## src/hdl/adaptive_hybrid_cache_replacement_defines.svh

```systemverilog
// ----------------------------------------------------------------------------
// Adaptive hybrid cache replacement assertion macros
// Concurrent check helpers used by the top-level RTL file of the block.
// ----------------------------------------------------------------------------
`ifndef ADAPTIVE_HYBRID_CACHE_REPLACEMENT_DEFINES_SVH
`define ADAPTIVE_HYBRID_CACHE_REPLACEMENT_DEFINES_SVH

`ifndef SYNTH
`define AHCR_ASSERT(lbl, clk, rst_n, prop, msg) \
	lbl: assert property (@(posedge clk) disable iff (!rst_n) prop) else $error(msg);
`define AHCR_ASSERT_ALWAYS(lbl, clk, prop, msg) \
	lbl: assert property (@(posedge clk) prop) else $error(msg);
`else
`define AHCR_ASSERT(lbl, clk, rst_n, prop, msg)
`define AHCR_ASSERT_ALWAYS(lbl, clk, prop, msg)
`endif

`endif

```

## src/hdl/ahcr_ram.sv

```systemverilog
// ----------------------------------------------------------------------------
// Adaptive hybrid cache replacement RAM
// Simple dual-port synchronous RAM with a registered read.
// ----------------------------------------------------------------------------
`timescale 1ns / 1ps

module ahcr_ram #(
	parameter int WIDTH = 8,
	parameter int DEPTH = 16
) (
	input  logic                     clk,
	input  logic                     we,
	input  logic [$clog2(DEPTH)-1:0] waddr,
	input  logic [WIDTH-1:0]         wdata,
	input  logic                     re,
	input  logic [$clog2(DEPTH)-1:0] raddr,
	output logic [WIDTH-1:0]         rdata
);

	logic [WIDTH-1:0] mem [DEPTH];

	always_ff @(posedge clk) begin
		if (we) begin
			mem[waddr] <= wdata;
		end
	end

	always_ff @(posedge clk) begin
		if (re) begin
			rdata <= mem[raddr];
		end
	end

endmodule

```

## config.mk

```make
export PLATFORM = sky130hd
export DESIGN_NAME = ahcr_ram
export DESIGN_NICKNAME = d
export VERILOG_FILES = /design/src/hdl/adaptive_hybrid_cache_replacement_defines.svh /design/src/hdl/ahcr_ram.sv
export SDC_FILE = /design/constraint.sdc
export NUM_CORES = 1
export LEC_CHECK = 0
export BUFFER_PORTS_ARGS = -buffer_cell sky130_fd_sc_hd__buf_2
export CORE_MARGIN = 2
export CORE_UTILIZATION = 54
export DETAILED_ROUTE_END_ITERATION = 7
export PLACE_DENSITY = 0.74
export REMOVE_ABC_BUFFERS = 1
export SYNTH_ARGS = -nofsm -noshare
export SYNTH_HDL_FRONTEND = slang
export SYNTH_SLANG_ARGS = --single-unit
```

## constraint.sdc

```tcl
create_clock -name clk -period 1.9 [get_ports clk]
set_input_delay 0.38 -clock clk [delete_from_list [all_inputs] [get_ports clk]]
set_output_delay 0.38 -clock clk [all_outputs]
set_load 0.005 [all_outputs]
```

==> results.tsv <==
metric	value	unit
outcome	finished clean	
period_share	0.785	
antennaDiodeCount	0	
hold_viol_final	0	
post_cts_buffers	0	
clock_latency	0.52	ns
hold_start	re	
globalplace.congestion	0.743	
drt_iter0_markers	236	
async_flop_share	0	
nFillCells	599	
ant_nets	0	
postSynthCellCount	229	
critPathArrivalTime	1.75	ns
synth_cell_type_count	18	
fin_tns_setup	0	ns
maxCapViolCount	0	
worst-path-buf-inv	0	
cp.required	2.16	ns
cts_tree	yes	
cts_buffer_depth	2	
slew_headroom	0.770	
post-place-ws	-0.0383	ns
overflow	0	
drc	0	
seqPwrFrac	0.472	
setup_ws	0.409	ns
dp_hpwl	5760	um
cp_slowest_cell	mux4_1	
cp_cell_sequence	mux4_1 -> a22oi_1 -> nand2_1	
via_per_inst	5.79	
cts-resized-gates	0	
postCtsHoldBufs	0	
grt_pass1_vias	2539	
track_usage	0.203	
start_util	0.560	
grt_antenna_before_repair	0	
worst_setup_path_start_kind	flip-flop	
hold_depth	1	
hold-path-endpoint	rdata[4]	
wl_per_cell	21.9	um
numCtsBuffers	17	
r2r_slack	0.41	ns
ys_warn_count	0	
finalInstanceArea	0.00627	mm^2
cts_sinks	136	
areaGrowthSynthToFinish	20.0	%
crit_path_max_fanout	1	
drv_slew	0	
setup_viol	0	
port_buffers	26	
root_buffer	clkbuf_8	
rsz0062_at_grt	no	
clock.fmax	671	MHz
reg2reg_to	rdata[1]	
leakagePower	2.14	nW
rows	35	
tightest_slew	0.345	ns
power_density	1150	mW/mm^2
io_pins	27	
vias	2476	
power	7.21	mW
grt_max_degree	33	
drive_above_1_share	0.328	
yosysTopAreaCell	edfxtp_1	
cp_top_family	multiplexers	
critical_path.max_stage_delay	0.51	ns
postSynthRegisterBits	136	
synth_top_area_share	0.781	
dieArea	0.0105	mm^2
finalWirelength	9360	um
synth_area_per_cell	22.8	um^2
netSwitchingPower	1.41	mW
swShare	0.196	
ys_seq_area_frac	0.781	
reg2regPathDepth	3	
grt_pass1_wl	14600	um
period_minus_slack	1.49	ns
synth_common_cells	edfxtp_1 (136), mux4_2 (18), a22oi_1 (16), mux4_1 (14), nor2_1 (13)	
place_area	0.00564	mm^2
p_int	5.79	mW
syn_area	0.00523	mm^2
ir_drop	0.000610	V
dpl.cell_count	396	
htreeDepth	4	
hp-class	in2reg	
synth_ff_type	edfxtp_1	
clk_pin_slew_worst_paths	0.06	ns
fin_worst_skew	0.0100	ns
coreArea	0.00933	mm^2
die_h	102	um
fin_nets	305	
drtPass1Iterations	4	
criticalPathCategory	reg2reg	
p_clk_frac	0.486	
combPwrFrac	0.043	
synth_edf_count	136	
fp.dieW	102	um
critPathCaptureType	flip-flop	
r2r-start	mem[10][1]	
synth_most_common_cell	edfxtp_1	
instances_no_fill	428	
synth_area_leaders	edfxtp_1 (78%), mux4_2 (7.8%), mux4_1 (7.0%)	
[worst max-delay path by stage]
stage                          start         to  slack (ns)  cells after the start
after floorplan             waddr[2]  mem[0][0]        0.03                      2
after global placement      raddr[0]   rdata[2]       -0.04                      6
after detailed placement    raddr[0]   rdata[1]       -0.04                      6
after CTS                  mem[9][1]   rdata[1]        0.37                      3
after global routing       mem[8][1]   rdata[1]        0.32                      3
final                     mem[10][1]   rdata[1]        0.41                      3
[registers in the layout (all words and copies together) (netlist names)]
| signal | flops |
|---|---|
| mem | 128 |
| rdata | 8 |
[per-layer routing]
layer / wire [um] / part of all wire / global-route usage
met5: 0 / 0 / 0
met4: 71 / 0.0076 / 0.0554
met3: 594 / 0.063 / 0.0622
met2: 4480 / 0.48 / 0.306
met1: 4200 / 0.45 / 0.295
[logic make-up after synthesis]
| kind of cell | synth area share |
|---|---|
| AO/OA/AOI/OAI | 0.0230 |
| AND/OR/NAND/NOR | 0.0314 |
| multiplexers | 0.148 |
| buffers and inverters | 0.0165 |
| flip-flops | 0.781 |
[cells in the final DEF, fill, tap and decap left out]
master      synthesis  routed
a22oi_1            16      16
and2_1              1       1
and2b_1             1       1
buf_12              0       3
buf_2               3      26
buf_4               1      19
bufinv_16           0       5
clkbuf_1            0       1
clkbuf_16           0      16
clkbuf_8            0       1
clkinv_2            0       1
clkinv_4            0       3
clkinvlp_4          0       3
edfxtp_1          136     136
inv_6               0       2
mux4_1             14      14
mux4_2             18      18
nand2_1             9       9
nand2b_1            2       2
nand3_1             1       1
nand3b_1            2       2
nor2_1             13      13
nor2b_1             1       1
nor3_1              4       4
or3b_2              1       1
[power groups by stage]
stage	Combinational (mW)	Clock, mW	Sequential (mW)
2_1_floorplan	0.135	0	3.46
3_3_place_gp	0.305	0	3.46
3_5_place_dp	0.311	0	3.46
4_1_cts	0.314	3.55	3.40
5_1_grt	0.338	3.66	3.40
6_report	0.309	3.50	3.40
[final cells by class]
type / count / area [um^2] / share of cell area
Multi-Input combinational cell: 83 / 1060 / 0.168
Clock buffer: 18 / 418 / 0.0666
Tap cell: 129 / 161 / 0.0257
Timing Repair Buffer: 48 / 333 / 0.0530
Sequential cell: 136 / 4080 / 0.651
Clock inverter: 14 / 221 / 0.0353
[through the flow]
step	utilization	hold slack (ns)
2_1_floorplan	-	0.479
3_3_place_gp	0.604	0.739
3_5_place_dp	0.604	0.735
4_1_cts	0.673	0.209
5_1_grt	0.673	0.205
6_report	0.673	0.231
Power figures use the tool's default switching activity.
