## src/hdl/adaptive_hybrid_cache_replacement_defines.svh

```systemverilog
// ----------------------------------------------------------------------------
// Adaptive hybrid cache replacement assertion macros
// Concurrent check helpers used by the top-level RTL file of the block.
// ----------------------------------------------------------------------------
`ifndef ADAPTIVE_HYBRID_CACHE_REPLACEMENT_DEFINES_SVH
`define ADAPTIVE_HYBRID_CACHE_REPLACEMENT_DEFINES_SVH

`ifndef SYNTH
`define AHCR_ASSERT(lbl, clk, rst_n, prop, msg) \
	lbl: assert property (@(posedge clk) disable iff (!rst_n) prop) else $error(msg);
`define AHCR_ASSERT_ALWAYS(lbl, clk, prop, msg) \
	lbl: assert property (@(posedge clk) prop) else $error(msg);
`else
`define AHCR_ASSERT(lbl, clk, rst_n, prop, msg)
`define AHCR_ASSERT_ALWAYS(lbl, clk, prop, msg)
`endif

`endif

```

## src/hdl/ahcr_pkg.sv

```systemverilog
// ----------------------------------------------------------------------------
// Adaptive hybrid cache replacement package
// Sizes, register codes, memory row layouts and shared helpers.
// ----------------------------------------------------------------------------
`timescale 1ns / 1ps

package ahcr_pkg;

	localparam int NUM_SETS   = 2048;
	localparam int NUM_WAYS   = 16;
	localparam int WINDOW_LEN = 16;

	localparam int SET_W   = $clog2(NUM_SETS);
	localparam int WAY_W   = $clog2(NUM_WAYS);
	localparam int WPTR_W  = $clog2(WINDOW_LEN);
	localparam int HITS_W  = $clog2(WINDOW_LEN + 1);
	localparam int LEAVES  = 1 << WAY_W;

	localparam int FUNC_W  = 1;
	localparam int SIDX_W  = 11;
	localparam int MASK_W  = 16;
	localparam int WIN_W   = 4;
	localparam int ADDR_W  = 64;
	localparam int AGE_W   = 8;
	localparam int RRPV_W  = 2;
	localparam int RC_W    = 8;
	localparam int LFSR_W  = 16;

	localparam int PADDR_W    = 4;
	localparam int APB_DATA_W = 32;
	localparam int LRU_THR_W  = 5;
	localparam int SRRIP_THR_W = 5;
	localparam int RND_THR_W  = 8;
	localparam int STRIDE_W   = 16;

	localparam logic [1:0] REG_LRU_THR    = 2'd0;
	localparam logic [1:0] REG_SRRIP_THR  = 2'd1;
	localparam logic [1:0] REG_RND_THR    = 2'd2;
	localparam logic [1:0] REG_STRIDE_LIM = 2'd3;

	localparam logic [LRU_THR_W-1:0]   LRU_THR_RST    = 5'd8;
	localparam logic [SRRIP_THR_W-1:0] SRRIP_THR_RST  = 5'd3;
	localparam logic [RND_THR_W-1:0]   RND_THR_RST    = 8'd6;
	localparam logic [STRIDE_W-1:0]    STRIDE_LIM_RST = 16'd4096;

	localparam logic [FUNC_W-1:0] FUNC_VICTIM = 1'b0;
	localparam logic [FUNC_W-1:0] FUNC_UPDATE = 1'b1;

	localparam logic [LFSR_W-1:0] LFSR_TAPS = 16'hB400;
	localparam logic [LFSR_W-1:0] LFSR_SEED = 16'h0001;

	localparam logic [RRPV_W-1:0] RRPV_DISTANT = 2'd3;
	localparam logic [RRPV_W-1:0] RRPV_LONG    = 2'd2;
	localparam logic [RRPV_W-1:0] RRPV_NEAR    = 2'd0;
	localparam logic [AGE_W-1:0]  AGE_MAX      = 8'hFF;
	localparam logic [AGE_W-1:0]  AGE_INSERT   = AGE_W'(NUM_WAYS - 1);
	localparam logic [RC_W-1:0]   RC_MAX       = 8'hFF;

	typedef struct packed {
		logic ptr;
		logic srrip;
		logic lru;
	} flags_t;

	typedef struct packed {
		logic [WINDOW_LEN-1:0] hit_window;
		logic [WPTR_W-1:0]     wptr;
		flags_t                flags;
		logic [ADDR_W-1:0]     prev_addr;
		logic [RC_W-1:0]       rcount;
	} set_row_t;

	typedef struct packed {
		logic [NUM_WAYS-1:0][AGE_W-1:0]  age;
		logic [NUM_WAYS-1:0][RRPV_W-1:0] rrpv;
	} way_row_t;

	typedef struct packed {
		logic [WINDOW_LEN-1:0] hit_window;
		logic [WPTR_W-1:0]     wptr;
		logic [HITS_W-1:0]     hits;
		logic                  prev_nz;
		logic [ADDR_W-1:0]     stride;
	} upd_ctx_t;

	typedef enum logic [1:0] {
		ST_CLEAR,
		ST_IDLE,
		ST_READ,
		ST_EXEC
	} state_t;

	localparam set_row_t SET_ROW_RST = '0;

	function automatic way_row_t way_row_rst();
		way_row_t r;
		for (int i = 0; i < NUM_WAYS; i++) begin
			r.age[i]  = '0;
			r.rrpv[i] = RRPV_DISTANT;
		end
		return r;
	endfunction

	function automatic logic [WAY_W-1:0] first_set(input logic [NUM_WAYS-1:0] v);
		logic [WAY_W-1:0] r;
		r = '0;
		for (int i = NUM_WAYS - 1; i >= 0; i--) begin
			if (v[i]) begin
				r = WAY_W'(i);
			end
		end
		return r;
	endfunction

endpackage

```

## src/hdl/ahcr_victim.sv

```systemverilog
// ----------------------------------------------------------------------------
// Adaptive hybrid cache replacement victim selection
// Picks the eviction way for the set's mode and ages the RRPVs when needed.
// ----------------------------------------------------------------------------
`timescale 1ns / 1ps

module ahcr_victim (
	input  ahcr_pkg::flags_t                    flags,
	input  logic [ahcr_pkg::MASK_W-1:0]         valid_mask,
	input  ahcr_pkg::way_row_t                  row,
	input  logic [ahcr_pkg::LFSR_W-1:0]         lfsr_next,
	output logic [ahcr_pkg::WAY_W-1:0]          victim,
	output ahcr_pkg::way_row_t                  aged_row,
	output logic                                aged_we,
	output logic                                lfsr_step
);
	import ahcr_pkg::*;

	logic [NUM_WAYS-1:0] inv;
	logic [NUM_WAYS-1:0] eq3;
	logic [NUM_WAYS-1:0] eq2;
	logic [NUM_WAYS-1:0] eq1;
	logic [NUM_WAYS-1:0] eqm;
	logic [NUM_WAYS-1:0] pass0;
	logic                any_inv;
	logic [RRPV_W-1:0]   rmax;
	logic [RRPV_W-1:0]   boost;
	logic [WAY_W-1:0]    rrip_way;
	logic [LEAVES-1:0][AGE_W-1:0] tv [WAY_W+1];
	logic [LEAVES-1:0][WAY_W-1:0] ti [WAY_W+1];
	logic [LEAVES-1:0]            tp [WAY_W+1];

	always_comb begin
		for (int i = 0; i < NUM_WAYS; i++) begin
			inv[i] = (i < MASK_W) ? ~valid_mask[i] : 1'b0;
			eq3[i] = row.rrpv[i] == 2'd3;
			eq2[i] = row.rrpv[i] == 2'd2;
			eq1[i] = row.rrpv[i] == 2'd1;
		end
		any_inv = |inv;
		pass0   = inv | eq3;
		if (|eq3) begin
			rmax = 2'd3;
		end else if (|eq2) begin
			rmax = 2'd2;
		end else if (|eq1) begin
			rmax = 2'd1;
		end else begin
			rmax = 2'd0;
		end
		boost = RRPV_DISTANT - rmax;
		for (int i = 0; i < NUM_WAYS; i++) begin
			eqm[i] = row.rrpv[i] == rmax;
		end
		rrip_way = (|pass0) ? first_set(pass0) : first_set(eqm);
		aged_row = row;
		for (int i = 0; i < NUM_WAYS; i++) begin
			aged_row.rrpv[i] = row.rrpv[i] + boost;
		end
	end

	always_comb begin
		for (int j = 0; j < LEAVES; j++) begin
			tp[0][j] = j < NUM_WAYS;
			tv[0][j] = (j < NUM_WAYS) ? row.age[j % NUM_WAYS] : '0;
			ti[0][j] = WAY_W'(j);
		end
		for (int l = 1; l <= WAY_W; l++) begin
			tp[l] = '0;
			tv[l] = '0;
			ti[l] = '0;
			for (int j = 0; j < (LEAVES >> l); j++) begin
				if (tp[l-1][2*j+1] && (!tp[l-1][2*j] || tv[l-1][2*j+1] >= tv[l-1][2*j])) begin
					tp[l][j] = 1'b1;
					tv[l][j] = tv[l-1][2*j+1];
					ti[l][j] = ti[l-1][2*j+1];
				end else begin
					tp[l][j] = tp[l-1][2*j];
					tv[l][j] = tv[l-1][2*j];
					ti[l][j] = ti[l-1][2*j];
				end
			end
		end
	end

	always_comb begin
		aged_we   = 1'b0;
		lfsr_step = 1'b0;
		if (flags.ptr) begin
			lfsr_step = !any_inv;
			victim    = any_inv ? first_set(inv) : lfsr_next[WAY_W-1:0];
		end else if (flags.lru) begin
			victim = any_inv ? first_set(inv) : ti[WAY_W][0];
		end else begin
			victim  = rrip_way;
			aged_we = !(|pass0);
		end
	end

endmodule

```

## config.mk

```make
export PLATFORM = sky130hd
export DESIGN_NAME = ahcr_victim
export DESIGN_NICKNAME = d
export VERILOG_FILES = /design/src/hdl/adaptive_hybrid_cache_replacement_defines.svh /design/src/hdl/ahcr_pkg.sv /design/src/hdl/ahcr_victim.sv
export SDC_FILE = /design/constraint.sdc
export NUM_CORES = 1
export LEC_CHECK = 0
export ABC_AREA = 1
export BUFFER_PORTS_ARGS = -buffer_cell sky130_fd_sc_hd__buf_2
export CORE_AREA = 5 5 138 140
export DETAILED_ROUTE_END_ITERATION = 12
export DIE_AREA = 0 0 143 145
export MAX_ROUTING_LAYER = met4
export PLACE_DENSITY_LB_ADDON = 0.05
export SETUP_SLACK_MARGIN = 0.2
export SYNTH_ARGS = -nofsm -noshare
export SYNTH_HDL_FRONTEND = slang
export SYNTH_SLANG_ARGS = --single-unit
```

## constraint.sdc

```tcl
create_clock -name vclk -period 8.5
set_clock_uncertainty 0.1 [all_clocks]
set_input_delay 1.7 -clock vclk [all_inputs]
set_output_delay 1.7 -clock vclk [all_outputs]
set_load 0.01 [all_outputs]
```

==> metrics <==
number of nets in the final layout=1924; area enclosed by the die boundary=about 21000 µm²; register area share after synthesis=0%; remaining global-route overflow=0; Max transition margin=roughly half; final wirelength=around 24 mm; detailed-router iteration count before antenna repair=5; maximum fanout count along the critical path=6; Critical Path Start Type=primary input; delay of the slowest critical-path stage=0.28 ns; die width=between 100 and 150 µm; initial core utilization=between 30% and 40%; category of the most critical setup path=primary input to output port; crit path time final=between 8 and 9 ns; violated checks=setup timing; Achievable Freq=115.1 MHz; area grow syn2layout=63.93%; setup repair after global routing missed its margin=true; Yosys warning total=0; overall via count from detail_route=between 8000 and 9000; global-route wire length before repair=between 30 and 40 mm; FFs & Latches=0; most area-consuming cells after synthesis=sky130_fd_sc_hd__ha_1 (26%), sky130_fd_sc_hd__nand2_1 (17%), sky130_fd_sc_hd__buf_4 (14%); data required time of the critical path=6.70 ns; average via count per standard cell=4.694; Syn Inst Count=between 1000 and 1500; placeable core area=17720 µm²; arrival time worst endpoint=6.89 ns; HP Class=primary input to output port; accumulated negative setup slack=-0.4958 ns; clock buffer count in the final layout=0; cell type of the slowest stage on the worst timing path=sky130_fd_sc_hd__ha_4; transition time of the tightest slew-check pin=0.7347 ns; max-cap viol count=0; initial antenna violation count=3; instance area after placement=a little over 9000 µm²; mean cell area of the mapped netlist=~6 µm²; PortBufs=roughly 350; fraction of synthesized cell area taken by the top area cell type=between 20% and 30%; number of ports placed on the die boundary=about 360; count of filler cells inserted in the layout=between 1500 and 2000; CP Capture Type=output port; CTS Hold Bufs=0; remaining antenna violation count=0; Global Route Usage Sum=20.47%; mapped cell area=roughly 6600 µm²; Unique masters post-synth=47; final worst-path setup slack=-0.1855 ns; worst supply voltage drop on vdd=91.86 µV; number of hold-slack violations in the final timing report=0; area of all sequential standard cells=0 µm²; LEAKAGE=roughly 6.1 nW; part of the cycle the worst path needs=102.2%; die span in y=around 150 µm; number of slew-limit violations in the final report=0; drt initial violations=238; synthesized net count=between 1000 and 1500; share of cells above drive strength 1=between 50 and 60%; final routed wire length divided by cell count=13.05 µm; number of standard-cell rows in the floorplan=49; number of global-route vias before repair=8125; power per unit of standard cell area=142.6 nW/µm²; DRC errors left=0; detailed placer's ending HPWL=19.31 mm; maximum number of pins on one net before global-route repair=14; endpoints failing setup=4; placer congestion estimate=around 0.92; status=finished, violations left; library cell with the largest summed area after synthesis=sky130_fd_sc_hd__ha_1; design area=approximately 11000 µm²
-- where the power goes --
| group | switching (mW) | leakage, nW | internal (mW) |
|---|---|---|---|
| sequential | 0 | 0 | 0 |
| combinational | 0.785 | 6.09 | 0.765 |
| clock | 0 | 0.0000190 | 0.0000000473 |
-- metrics by stage --
| step | instances | setup WS (ns) | hold slack [ns] | util, % | total power, mW |
|---|---|---|---|---|---|
| finish | 1822 | -0.1855 | 3.487 | 61.37 | 1.551 |
| global route | 1822 | -0.4632 | 3.493 | 61.37 | 1.722 |
| CTS | 1800 | -0.01717 | 3.485 | 57.40 | 1.365 |
| detailed placement | 1764 | -0.6367 | 3.500 | 51.53 | 1.101 |
| global placement | 1764 | -0.5618 | 3.499 | 51.53 | 1.084 |
| floorplan | 1134 | 0.2024 | 3.392 | - | 0.6905 |
-- final timing paths --
kind	slack (ns)	to	from	depth (start not counted)
min	3.49	aged_row[130]	row[130]	2
max	-0.19	victim[2]	row[142]	36
-- worst max-delay path, delay by kind of cell --
| family | cells | cell delay [ns] |
|---|---|---|
| adder cells (fa/ha/maj) | 4 | 1.03 |
| AND/OR/NAND/NOR | 13 | 1.33 |
| buffers and inverters | 9 | 1.45 |
| AO/OA/AOI/OAI | 10 | 1.36 |
-- cells in the final DEF, fill, tap and decap left out, types with 11 or more instances in the layout --
| cell type | count |
|---|---|
| sky130_fd_sc_hd__a21oi_1 | 40 |
| sky130_fd_sc_hd__a21oi_2 | 31 |
| sky130_fd_sc_hd__buf_2 | 334 |
| sky130_fd_sc_hd__buf_4 | 229 |
| sky130_fd_sc_hd__buf_6 | 31 |
| sky130_fd_sc_hd__ha_1 | 103 |
| sky130_fd_sc_hd__ha_4 | 32 |
| sky130_fd_sc_hd__inv_1 | 122 |
| sky130_fd_sc_hd__inv_2 | 14 |
| sky130_fd_sc_hd__nand2_1 | 286 |
| sky130_fd_sc_hd__nand2_2 | 28 |
| sky130_fd_sc_hd__nand4_1 | 13 |
| sky130_fd_sc_hd__nor2_1 | 60 |
| sky130_fd_sc_hd__nor2_2 | 11 |
| sky130_fd_sc_hd__o21ai_0 | 30 |
| sky130_fd_sc_hd__o21ai_1 | 46 |
| sky130_fd_sc_hd__o21ai_2 | 38 |
| sky130_fd_sc_hd__o21ai_4 | 18 |
| sky130_fd_sc_hd__xor2_1 | 14 |
-- layout make-up --
cell class | count | area (µm²) | share of cell area, %
Multi-Input combinational cell | 840 | 6161 | 56.66
Timing Repair Buffer | 598 | 3800 | 34.95
Inverter | 148 | 588.1 | 5.409
Tap cell | 229 | 286.5 | 2.635
Timing Repair inverter | 4 | 30.03 | 0.2762
Antenna cell | 3 | 7.507 | 0.06905
-- synth_stat cells (all sizes together) (5+ instances only) --
cell type,count
or2,9
a21oi,73
nor2,75
o22ai,5
nand2,322
ha,137
nand4,13
xor2,14
o2111ai,6
inv,147
nand3,9
clkbuf,15
o21ai,132
a211oi,5
nor3,8
buf,131
-- cell families after synthesis --
family                   after synthesis  share of synthesized area (%)
adder cells (fa/ha/maj)              137                          25.84
AND/OR/NAND/NOR                      443                          27.49
XOR/XNOR                              16                          2.113
buffers and inverters                294                          24.17
AO/OA/AOI/OAI                        244                          20.39
-- per-layer routing --
layer / track usage [%] / wire length [µm] / vias up
li1: - / - / 4542
met1: 24.47 / 9917 / 3766
met2: 39.40 / 12550 / 233
met3: 0.3620 / 1120 / 12
met4: 1.663 / 176 / 0
met5: - / 0 / -
-- what timing repair did --
| action | 4_1_cts | 5_1_grt |
|---|---|---|
| gates resized for setup | 252 | 111 |
| setup endpoints to repair | 4 | 4 |
| gates cloned | 7 | 1 |
| buffers inserted | 29 | 18 |
| pin swaps | 75 | 54 |
Note: power is estimated with default switching activity, not from simulation.
