==> src/hdl/adaptive_hybrid_cache_replacement_defines.svh <==
// ----------------------------------------------------------------------------
// Adaptive hybrid cache replacement assertion macros
// Concurrent check helpers used by the top-level RTL file of the block.
// ----------------------------------------------------------------------------
`ifndef ADAPTIVE_HYBRID_CACHE_REPLACEMENT_DEFINES_SVH
`define ADAPTIVE_HYBRID_CACHE_REPLACEMENT_DEFINES_SVH

`ifndef SYNTH
`define AHCR_ASSERT(lbl, clk, rst_n, prop, msg) \
	lbl: assert property (@(posedge clk) disable iff (!rst_n) prop) else $error(msg);
`define AHCR_ASSERT_ALWAYS(lbl, clk, prop, msg) \
	lbl: assert property (@(posedge clk) prop) else $error(msg);
`else
`define AHCR_ASSERT(lbl, clk, rst_n, prop, msg)
`define AHCR_ASSERT_ALWAYS(lbl, clk, prop, msg)
`endif

`endif

==> src/hdl/ahcr_pkg.sv <==
// ----------------------------------------------------------------------------
// Adaptive hybrid cache replacement package
// Sizes, register codes, memory row layouts and shared helpers.
// ----------------------------------------------------------------------------
`timescale 1ns / 1ps

package ahcr_pkg;

	localparam int NUM_SETS   = 2048;
	localparam int NUM_WAYS   = 16;
	localparam int WINDOW_LEN = 16;

	localparam int SET_W   = $clog2(NUM_SETS);
	localparam int WAY_W   = $clog2(NUM_WAYS);
	localparam int WPTR_W  = $clog2(WINDOW_LEN);
	localparam int HITS_W  = $clog2(WINDOW_LEN + 1);
	localparam int LEAVES  = 1 << WAY_W;

	localparam int FUNC_W  = 1;
	localparam int SIDX_W  = 11;
	localparam int MASK_W  = 16;
	localparam int WIN_W   = 4;
	localparam int ADDR_W  = 64;
	localparam int AGE_W   = 8;
	localparam int RRPV_W  = 2;
	localparam int RC_W    = 8;
	localparam int LFSR_W  = 16;

	localparam int PADDR_W    = 4;
	localparam int APB_DATA_W = 32;
	localparam int LRU_THR_W  = 5;
	localparam int SRRIP_THR_W = 5;
	localparam int RND_THR_W  = 8;
	localparam int STRIDE_W   = 16;

	localparam logic [1:0] REG_LRU_THR    = 2'd0;
	localparam logic [1:0] REG_SRRIP_THR  = 2'd1;
	localparam logic [1:0] REG_RND_THR    = 2'd2;
	localparam logic [1:0] REG_STRIDE_LIM = 2'd3;

	localparam logic [LRU_THR_W-1:0]   LRU_THR_RST    = 5'd8;
	localparam logic [SRRIP_THR_W-1:0] SRRIP_THR_RST  = 5'd3;
	localparam logic [RND_THR_W-1:0]   RND_THR_RST    = 8'd6;
	localparam logic [STRIDE_W-1:0]    STRIDE_LIM_RST = 16'd4096;

	localparam logic [FUNC_W-1:0] FUNC_VICTIM = 1'b0;
	localparam logic [FUNC_W-1:0] FUNC_UPDATE = 1'b1;

	localparam logic [LFSR_W-1:0] LFSR_TAPS = 16'hB400;
	localparam logic [LFSR_W-1:0] LFSR_SEED = 16'h0001;

	localparam logic [RRPV_W-1:0] RRPV_DISTANT = 2'd3;
	localparam logic [RRPV_W-1:0] RRPV_LONG    = 2'd2;
	localparam logic [RRPV_W-1:0] RRPV_NEAR    = 2'd0;
	localparam logic [AGE_W-1:0]  AGE_MAX      = 8'hFF;
	localparam logic [AGE_W-1:0]  AGE_INSERT   = AGE_W'(NUM_WAYS - 1);
	localparam logic [RC_W-1:0]   RC_MAX       = 8'hFF;

	typedef struct packed {
		logic ptr;
		logic srrip;
		logic lru;
	} flags_t;

	typedef struct packed {
		logic [WINDOW_LEN-1:0] hit_window;
		logic [WPTR_W-1:0]     wptr;
		flags_t                flags;
		logic [ADDR_W-1:0]     prev_addr;
		logic [RC_W-1:0]       rcount;
	} set_row_t;

	typedef struct packed {
		logic [NUM_WAYS-1:0][AGE_W-1:0]  age;
		logic [NUM_WAYS-1:0][RRPV_W-1:0] rrpv;
	} way_row_t;

	typedef struct packed {
		logic [WINDOW_LEN-1:0] hit_window;
		logic [WPTR_W-1:0]     wptr;
		logic [HITS_W-1:0]     hits;
		logic                  prev_nz;
		logic [ADDR_W-1:0]     stride;
	} upd_ctx_t;

	typedef enum logic [1:0] {
		ST_CLEAR,
		ST_IDLE,
		ST_READ,
		ST_EXEC
	} state_t;

	localparam set_row_t SET_ROW_RST = '0;

	function automatic way_row_t way_row_rst();
		way_row_t r;
		for (int i = 0; i < NUM_WAYS; i++) begin
			r.age[i]  = '0;
			r.rrpv[i] = RRPV_DISTANT;
		end
		return r;
	endfunction

	function automatic logic [WAY_W-1:0] first_set(input logic [NUM_WAYS-1:0] v);
		logic [WAY_W-1:0] r;
		r = '0;
		for (int i = NUM_WAYS - 1; i >= 0; i--) begin
			if (v[i]) begin
				r = WAY_W'(i);
			end
		end
		return r;
	endfunction

endpackage

==> src/hdl/ahcr_update.sv <==
// ----------------------------------------------------------------------------
// Adaptive hybrid cache replacement update logic
// Stride tracking, mode selection and promotion or insertion of one way.
// ----------------------------------------------------------------------------
`timescale 1ns / 1ps

module ahcr_update (
	input  ahcr_pkg::upd_ctx_t                  ctx,
	input  ahcr_pkg::set_row_t                  set_old,
	input  ahcr_pkg::way_row_t                  way_old,
	input  logic [ahcr_pkg::WIN_W-1:0]          way,
	input  logic [ahcr_pkg::ADDR_W-1:0]         paddr,
	input  logic                                hit,
	input  logic [ahcr_pkg::LRU_THR_W-1:0]      lru_thr,
	input  logic [ahcr_pkg::SRRIP_THR_W-1:0]    srrip_thr,
	input  logic [ahcr_pkg::RND_THR_W-1:0]      rnd_thr,
	input  logic [ahcr_pkg::STRIDE_W-1:0]       stride_lim,
	output ahcr_pkg::set_row_t                  set_new,
	output ahcr_pkg::way_row_t                  way_new
);
	import ahcr_pkg::*;

	logic [ADDR_W-1:0] mag;
	logic              is_rand;
	logic [RC_W-1:0]   rc;
	flags_t            fl;
	logic [AGE_W-1:0]  old_age;
	logic [WAY_W-1:0]  w;
	logic              w_ok;

	always_comb begin
		mag     = ctx.stride[ADDR_W-1] ? (~ctx.stride + ADDR_W'(1)) : ctx.stride;
		is_rand = (ctx.stride == '0) || (mag > ADDR_W'(stride_lim));
		rc      = set_old.rcount;
		if (ctx.prev_nz) begin
			if (is_rand) begin
				if (rc != RC_MAX) begin
					rc = rc + RC_W'(1);
				end
			end else if (rc != '0) begin
				rc = rc - RC_W'(1);
			end
		end
		fl.lru   = ctx.hits > HITS_W'(lru_thr);
		fl.srrip = !fl.lru && (ctx.hits > HITS_W'(srrip_thr));
		fl.ptr   = ctx.prev_nz && (rc >= rnd_thr);

		set_new.hit_window = ctx.hit_window;
		set_new.wptr       = ctx.wptr;
		set_new.flags      = fl;
		set_new.prev_addr  = paddr;
		set_new.rcount     = rc;
	end

	always_comb begin
		w       = way[WAY_W-1:0];
		w_ok    = {1'b0, way} < (WIN_W + 1)'(NUM_WAYS);
		old_age = way_old.age[w];
		way_new = way_old;
		if (w_ok) begin
			if (hit) begin
				for (int i = 0; i < NUM_WAYS; i++) begin
					if (way_old.age[i] < old_age) begin
						way_new.age[i] = way_old.age[i] + AGE_W'(1);
					end
				end
				way_new.age[w]  = '0;
				way_new.rrpv[w] = RRPV_NEAR;
			end else if (fl.ptr) begin
				way_new.rrpv[w] = RRPV_DISTANT;
				way_new.age[w]  = AGE_INSERT;
			end else if (fl.lru) begin
				for (int i = 0; i < NUM_WAYS; i++) begin
					if (way_old.age[i] != AGE_MAX) begin
						way_new.age[i] = way_old.age[i] + AGE_W'(1);
					end
				end
				way_new.age[w]  = '0;
				way_new.rrpv[w] = RRPV_NEAR;
			end else if (fl.srrip) begin
				way_new.rrpv[w] = RRPV_LONG;
				way_new.age[w]  = AGE_INSERT;
			end else begin
				way_new.rrpv[w] = RRPV_DISTANT;
				way_new.age[w]  = AGE_INSERT;
			end
		end
	end

endmodule

==> config.mk <==
export PLATFORM = sky130hd
export DESIGN_NAME = ahcr_update
export DESIGN_NICKNAME = d
export VERILOG_FILES = /design/src/hdl/adaptive_hybrid_cache_replacement_defines.svh /design/src/hdl/ahcr_pkg.sv /design/src/hdl/ahcr_update.sv
export SDC_FILE = /design/constraint.sdc
export NUM_CORES = 1
export LEC_CHECK = 0
export BUFFER_PORTS_ARGS = -buffer_cell sky130_fd_sc_hd__buf_2
export CAP_MARGIN = 20
export CORE_AREA = 10 10 267 269
export DETAILED_ROUTE_END_ITERATION = 8
export DIE_AREA = 0 0 277 279
export PLACE_DENSITY = 0.45
export SETUP_SLACK_MARGIN = 0.3
export SLEW_MARGIN = 20
export SYNTH_ARGS = -nofsm -noshare
export SYNTH_HDL_FRONTEND = slang
export SYNTH_SLANG_ARGS = --single-unit
==> constraint.sdc <==
create_clock -name vclk -period 13.9
set_input_delay 2.085 -clock vclk [all_inputs]
set_output_delay 2.085 -clock vclk [all_outputs]
set_load 0.1 [all_outputs]
==> metrics.txt, run 1 <==
outcome=finished, final reports clean; Mapped Area=0.0136 mm2; hold depth=0; drt first pass iters=5; setup violators final=0; Yosys warning count=0; footprint of the multi-input gates=0.0125 mm2; core area=0.0656 mm2; WP data required=11.81 ns; dpl ws=1.86 ns; Final Max Tran Viols=0; placed inst area=0.0163 mm2; total grt overflow=0; RSZ-0062 raised after global routing=false; clock share of power=0%; CP endpoint kind=output port; # clk buffers=0; Gate Count Post-Synth=2062; Arrival @ worst endpoint=10.02 ns; Seq/Total Area, Yosys=0%; Combinational Power Share=100.0%; Cell Chain, Critical Path=buf_2, nor3_1, nand3_1, or3_1, nor4_1, o221ai_1, a2111oi_0, nand4_1, and4bb_1, and2_4, o21ai_1, a211oi_2, ha_1, a21o_1, a21o_1, a21oi_1, o21ai_0, a31oi_1, o21ai_4, nand2_2, buf_12, a31oi_1, a311oi_1, buf_2; die width=277 um; FF+latch area=0 um2; Final TNS setup=0 ns; Final Critical Period=12.10 ns; initial core utilization=20.8%; simple-gate share of the synthesized area=29.7%; syn avg cell area=6.61 um2; maximum vdd ir drop=0.0464 mV; DR iter-0 viols=1869; Via Count=18400; Fin. Hold Viols=0; Worst-Margin Slew=1.14 ns; Crit-path slowest cell=and4bb_1; complex-gate fraction of the synthesized area=32.4%; share of cells above drive strength 1=24.1%; Synth Area in XOR/XNOR=3.47%; max incr delay on CP=0.73 ns; vias in the first global route=17800; WS Path Type=in2out; sequential cell count=0; DR vias/cell=5.72; initial antenna violation count=16; maxcap violations=0; area added between synthesis and finish=19.7%; internal power=0.291 mW; static leakage=7.13 nW; Switching Share=75.3%; gpl congestion=0.927; Finished Layout Cells=3225; post-DP HPWL=63700 um; Synth Area in Adders=15.2%; Design Area, Final=0.0163 mm2; CP max FO=37; die area=0.0773 mm2; Die Span Y=279 um; routed length per instance=24.6 um; post-synthesis mux area share=9.54%; syn nets=2676; postcts setup bufs=0; Hold Path Class=in2out; overall power=1.18 mW; # rows=94; I/O pins=703; Final ANT Viol Nets=0; DRT Wirelength=79200 um; Peak Freq=82.6 MHz; largest family of logic cells by synthesized area=compound AO/OA/AOI/OAI gates; DRC Markers=0; Final Cycle Share=87.1%; GRT Overall Usage=18.9%; hold buffer count at CTS=0; largest net degree at the start of global routing=78; first-pass GRT wire length=116000 um; relative slew slack=23.5%; sequential share of power=0%; Port Buffer Count=448; final net count=2970; switching pwr=0.888 mW; post-CTS sizing=0; Final Worst Setup Slack=1.80 ns; Worst Setup Start Kind=input pin; Yosys cell types=84; fillers=7486; power per standard cell area=72.3 mW/mm2; placed cells=3218
synth_stat cells, types with 8 or more instances:
cell / instances / share of area, %
and3_1: 59 / 2.7
xor2_1: 25 / 1.6
ha_1: 166 / 15
a311oi_1: 9 / 0.58
and4_1: 12 / 0.77
nor4_1: 31 / 1.4
a21oi_1: 185 / 6.8
a31oi_1: 29 / 1.3
a21o_1: 49 / 2.7
nor3_1: 51 / 1.9
inv_1: 77 / 2.1
nand2_1: 230 / 6.3
o32ai_1: 28 / 1.8
o21ai_1: 10 / 0.37
o21ai_0: 171 / 6.3
o21a_1: 29 / 1.6
clkbuf_1: 89 / 2.5
a2111oi_0: 15 / 0.96
or2_2: 8 / 0.37
nor2_1: 138 / 3.8
mux2i_1: 32 / 2.4
o31ai_1: 25 / 1.4
or4_1: 9 / 0.50
nand2b_1: 34 / 1.6
nand3_1: 127 / 4.7
a211oi_1: 27 / 1.5
xnor2_1: 29 / 1.9
nand4_1: 38 / 1.7
nor2b_1: 17 / 0.78
o22ai_1: 21 / 0.96
mux2_2: 9 / 0.74
mux4_2: 39 / 6.4
or3_1: 23 / 1.1
and2_1: 8 / 0.37
buf_4: 85 / 4.7
routing by layer:
| metal | vias up | share of wire [%] | track usage, % |
|---|---|---|---|
| li1 | 8419 | - | - |
| met1 | 8931 | 44 | 25.3 |
| met2 | 942 | 46 | 31.6 |
| met3 | 129 | 7.7 | 2.99 |
| met4 | 14 | 2.0 | 3.58 |
| met5 | - | 0.10 | 0 |
cells in the final DEF (no fill, tap or decap), types with 17 or more instances in the layout:
cell type and instances:
o31ai_1 25, nand2_1 229, a31oi_1 29, a211oi_1 20
nand2b_1 34, or3_1 23, xor2_1 25, nor2b_1 17
and3_1 59, inv_1 77, mux2i_1 32, xnor2_1 29
nor3_1 51, buf_2 447, o22ai_1 21, o32ai_1 28
nor2_1 138, a21oi_1 184, buf_4 26, o21ai_0 170
nand3_1 127, a21o_1 49, nand4_1 38, mux4_2 39
nor4_1 30, o21a_1 29, ha_1 166
power by group through the flow:
stage	Sequential [mW]	Clock (mW)	Combinational (mW)
3_5_place_dp	0	0	1.17
2_1_floorplan	0	0	0.957
6_report	0	0.0000000653	1.18
4_1_cts	0	0	1.17
3_3_place_gp	0	0	1.16
5_1_grt	0	0.0000000386	1.26
critical path, delay by kind of cell:
family,cells,cell delay [ns]
AO/OA/AOI/OAI,12,2.93
adder cells (fa/ha/maj),1,0.29
buffers and inverters,3,0.97
AND/OR/NAND/NOR,8,3.67
logic make-up after synthesis:
group	count (synthesis)
simple gates	810
compound gates	692
buf+inv	260
fa+ha+maj	166
mux	80
xor+xnor	54
area by class of cell:
type | count | share of cell area, %
multi-input cells | 1802 | 76.4
repair buffers | 474 | 15.0
well taps | 864 | 6.63
inverters | 78 | 1.80
diodes | 7 | 0.107
final timing paths:
check,startpoint,endpoint,slack [ns]
worst max-delay path,ctx[11],way_new[54],1.80
worst min-delay path,paddr[62],set_new[70],4.17
through the flow:
stage | hold slack, ns | util (%)
after global routing | 4.17 | 24.8
after CTS | 4.17 | 24.8
after detailed placement | 4.17 | 24.8
final | 4.17 | 24.9
after floorplan | 4.38 | -
after global placement | 4.17 | 24.8
(Power assumes the default switching activity.)
==> inputs of run 2 (changes only) <==
==> constraint.sdc (replaced) <==
create_clock -name vclk -period 13.9
set_input_delay 1.39 -clock vclk [all_inputs]
set_output_delay 1.39 -clock vclk [all_outputs]
set_load 0.1 [all_outputs]
==> metrics.txt, run 2 (synthesized netlist as in run 1, its figures left out) <==
outcome=finished, final reports clean; drt first pass iters=6; Worst-Margin Slew=1.03 ns; max incr delay on CP=0.74 ns; Crit-path slowest cell=and4bb_1; Final Cycle Share=82.3%; post-DP HPWL=61700 um; Peak Freq=87.4 MHz; Final TNS setup=0 ns; CP endpoint kind=output port; I/O pins=703; maxcap violations=0; DR iter-0 viols=2043; routed length per instance=23.6 um; leading cell type in the layout, fill and taps excluded=buf_2; vias in the first global route=16700; total grt overflow=0; DRT Wirelength=76400 um; Final Critical Period=11.44 ns; Crit. Startpoint=ctx[0]; gpl congestion=0.898; WS Path Type=in2out; hold buffer count at CTS=0; # clk buffers=0; largest net degree at the start of global routing=64; Critical Path End=way_new[126]; Final ANT Viol Nets=0; # rows=94; sequential cell count=0; Die Span Y=279 um; setup violators final=0; CP max FO=46; RSZ-0062 raised after global routing=false; DRC Markers=0; share of cells above drive strength 1=23.3%; most frequent cells in the layout=447 x buf_2, 229 x nand2_1, 184 x a21oi_1; Final Max Tran Viols=0; maximum vdd ir drop=0.0392 mV; FF+latch area=0 um2; Fin. Hold Viols=0; initial antenna violation count=27; WP data required=12.51 ns; die width=277 um; final net count=2969; relative slew slack=31.5%; core area=0.0656 mm2; placed inst area=0.0162 mm2; first-pass GRT wire length=112000 um; Port Buffer Count=448; fillers=7560; Via Count=17900; hold depth=0; static leakage=7.10 nW; Design Area, Final=0.0162 mm2; die area=0.0773 mm2; initial core utilization=20.8%; area added between synthesis and finish=19.1%; Arrival @ worst endpoint=10.05 ns; Hold Path Class=in2out; GRT Overall Usage=18.3%; postcts setup bufs=0; DR vias/cell=5.54; Worst Setup Start Kind=input pin; footprint of the multi-input gates=0.0124 mm2; post-CTS sizing=0; power per standard cell area=71.5 mW/mm2
## run 2: cell types whose count changed in the layout (fill, tap and decap cells not counted), sizes merged
| cell | before | now |
|---|---|---|
| buf | 474 | 473 |
| diode | 7 | 16 |
## run 2: worst min-delay path by stage
stage / endpoint / from / slack, ns
CTS: set_new[13] / paddr[5] / 2.78
detailed placement: set_new[13] / paddr[5] / 2.78
global route: set_new[62] / paddr[54] / 2.78
floorplan: set_new[10] / paddr[2] / 2.99
finish: set_new[27] / paddr[19] / 2.78
global placement: set_new[13] / paddr[5] / 2.78
## run 2: critical path: cells and delay by family
kind | cells | cell delay (ns)
compound gates | 11 | 2.50
xor+xnor | 1 | 0.19
fa+ha+maj | 2 | 0.46
buf+inv | 5 | 1.47
simple gates | 9 | 3.97
## run 2: layout make-up
cell class	instances	area share, %
diodes	16	0.247
well taps	864	6.66
repair buffers	473	15.0
multi-input cells	1802	76.3
inverters	78	1.80
## run 2: power breakdown
| part | switching (mW) | leakage [nW] | internal [mW] | total (mW) |
|---|---|---|---|---|
| sequential | 0 | 0 | 0 | 0 |
| combinational | 0.873 | 7.10 | 0.287 | 1.16 |
| clock | 0 | 0.000103 | 0.0000000860 | 0.0000000861 |
## run 2: stage by stage
stage	hold slack [ns]	worst slack (ns)	util [%]	total power [mW]	std cells
6_report	2.78	2.46	24.7	1.16	3233
3_3_place_gp	2.78	2.41	24.7	1.16	3217
2_1_floorplan	2.99	0.851	-	0.952	2062
3_5_place_dp	2.78	2.47	24.7	1.16	3217
5_1_grt	2.78	1.78	24.7	1.24	3226
4_1_cts	2.78	2.46	24.7	1.16	3217
## run 2: per-layer routing
| layer | track usage, % | up-vias | part of all wire (%) |
|---|---|---|---|
| met5 | 0 | - | 0.13 |
| li1 | - | 8453 | - |
| met3 | 2.81 | 120 | 7.5 |
| met1 | 24.7 | 8476 | 44 |
| met4 | 4.24 | 16 | 2.4 |
| met2 | 30.1 | 850 | 46 |
==> inputs of run 3 (changes only) <==
Settings changed: CORE_AREA 10 10 267 269 to 10 10 262 264, DIE_AREA 0 0 277 279 to 0 0 272 274, PLACE_DENSITY 0.45 to 0.48.
Clock period 13.9 ns to 9.4 ns, I/O delays scaled along.
==> metrics.txt, run 3 (synthesized netlist as in run 1, its figures left out) <==
# rows=93; GRT Overall Usage=19.5%; Via Count=18500; DRC Markers=0; drt first pass iters=6; Worst Setup Start Kind=input pin; static leakage=7.88 nW; final net count=2993; CP endpoint kind=output port; area added between synthesis and finish=38.0%; die area=0.0745 mm2; WP data required=8.46 ns; largest net degree at the start of global routing=59; Final Critical Period=8.60 ns; sequential cell count=0; Final ANT Viol Nets=0; Peak Freq=116 MHz; WS Path Type=in2out; total grt overflow=0; first-pass GRT wire length=114000 um; outcome=finished, final reports clean; die width=272 um; most frequent cells in the layout=377 x buf_2, 229 x nand2_1, 166 x a21oi_1, 166 x ha_1, 137 x o21ai_0; clock share of power=0%; I/O pins=703; Final Worst Setup Slack=0.803 ns; initial core utilization=21.4%; Hold Path Class=in2out; Die Span Y=274 um; power per standard cell area=105 mW/mm2; core area=0.0636 mm2; Final Max Tran Viols=0; Worst-Margin Slew=1.09 ns; DR vias/cell=5.69; Crit-path slowest cell=or4_1; Final TNS setup=0 ns; switching pwr=1.38 mW; maxcap violations=0; dpl ws=0.549 ns; post-DP HPWL=64800 um; internal power=0.590 mW; sequential share of power=0%; leading cell type in the layout, fill and taps excluded=buf_2; share of cells above drive strength 1=30.0%; Fin. Hold Viols=0; gpl congestion=0.983; Port Buffer Count=448; maximum vdd ir drop=0.0709 mV; CP max FO=58; RSZ-0062 raised after global routing=false; relative slew slack=27.1%; Arrival @ worst endpoint=7.66 ns; # clk buffers=0; DR iter-0 viols=1821; setup violators final=0; initial antenna violation count=29; Combinational Power Share=100.0%; postcts setup bufs=0; DRT Wirelength=78900 um; vias in the first global route=17700; routed length per instance=24.3 um; FF+latch area=0 um2; max incr delay on CP=0.55 ns; Final Cycle Share=91.5%; fillers=6941; Switching Share=70.0%
## run 3: critical path: cells and delay by family
family	cells	cell delay [ns]
buffers and inverters	4	1.02
AOI/OAI and AO/OA	9	1.84
adders and majority gates	3	0.76
and+or+nand+nor	13	2.71
xor gates and xnor gates	2	0.29
## run 3: power groups by stage
stage	Clock, mW	Sequential [mW]	Combinational, mW
detailed placement	0	0	1.96
CTS	0	0	1.97
global placement	0	0	1.94
finish	0.000000186	0	1.97
global route	0.000000128	0	2.08
floorplan	0	0	1.51
## run 3: path summary, 6_finish.rpt
path | startpoint | end | slack (ns) | cells after the start
min | paddr[24] | set_new[32] | 1.88 | 0
max | ctx[0] | way_new[114] | 0.80 | 31
## run 3: layout make-up
type                            instances  area (um2)  share of cell area [%]
Multi-Input combinational cell       1802       13700                    72.8
Timing Repair Buffer                  497        3720                    19.8
Tap cell                              855        1070                    5.69
Inverter                               78         293                    1.56
Antenna cell                           13        32.5                   0.173
## run 3: per-layer routing
metal | track usage [%] | up-vias | part of all wire, %
li1 | - | 8478 | -
met1 | 24.7 | 8878 | 41
met2 | 32.8 | 944 | 47
met3 | 4.38 | 150 | 9.2
met4 | 5.47 | 26 | 2.7
met5 | 0 | - | 0.21
## run 3: repair_timing
item | 4_1_cts | 5_1_grt
hold buffers | 0 | 0
gates resized for setup | 0 | 7
endpoints found under the setup margin | 0 | 79
## run 3: metrics by stage
stage          hold slack, ns  std cells  power, mW  util (%)  instance area [um2]
3_3_place_gp             1.88       3232       1.94      29.5                18800
2_1_floorplan            2.07       2062       1.51         -                15000
4_1_cts                  1.88       3232       1.97      29.5                18800
3_5_place_dp             1.88       3232       1.96      29.5                18800
5_1_grt                  1.88       3241       2.08      29.5                18800
6_report                 1.88       3245       1.97      29.5                18800
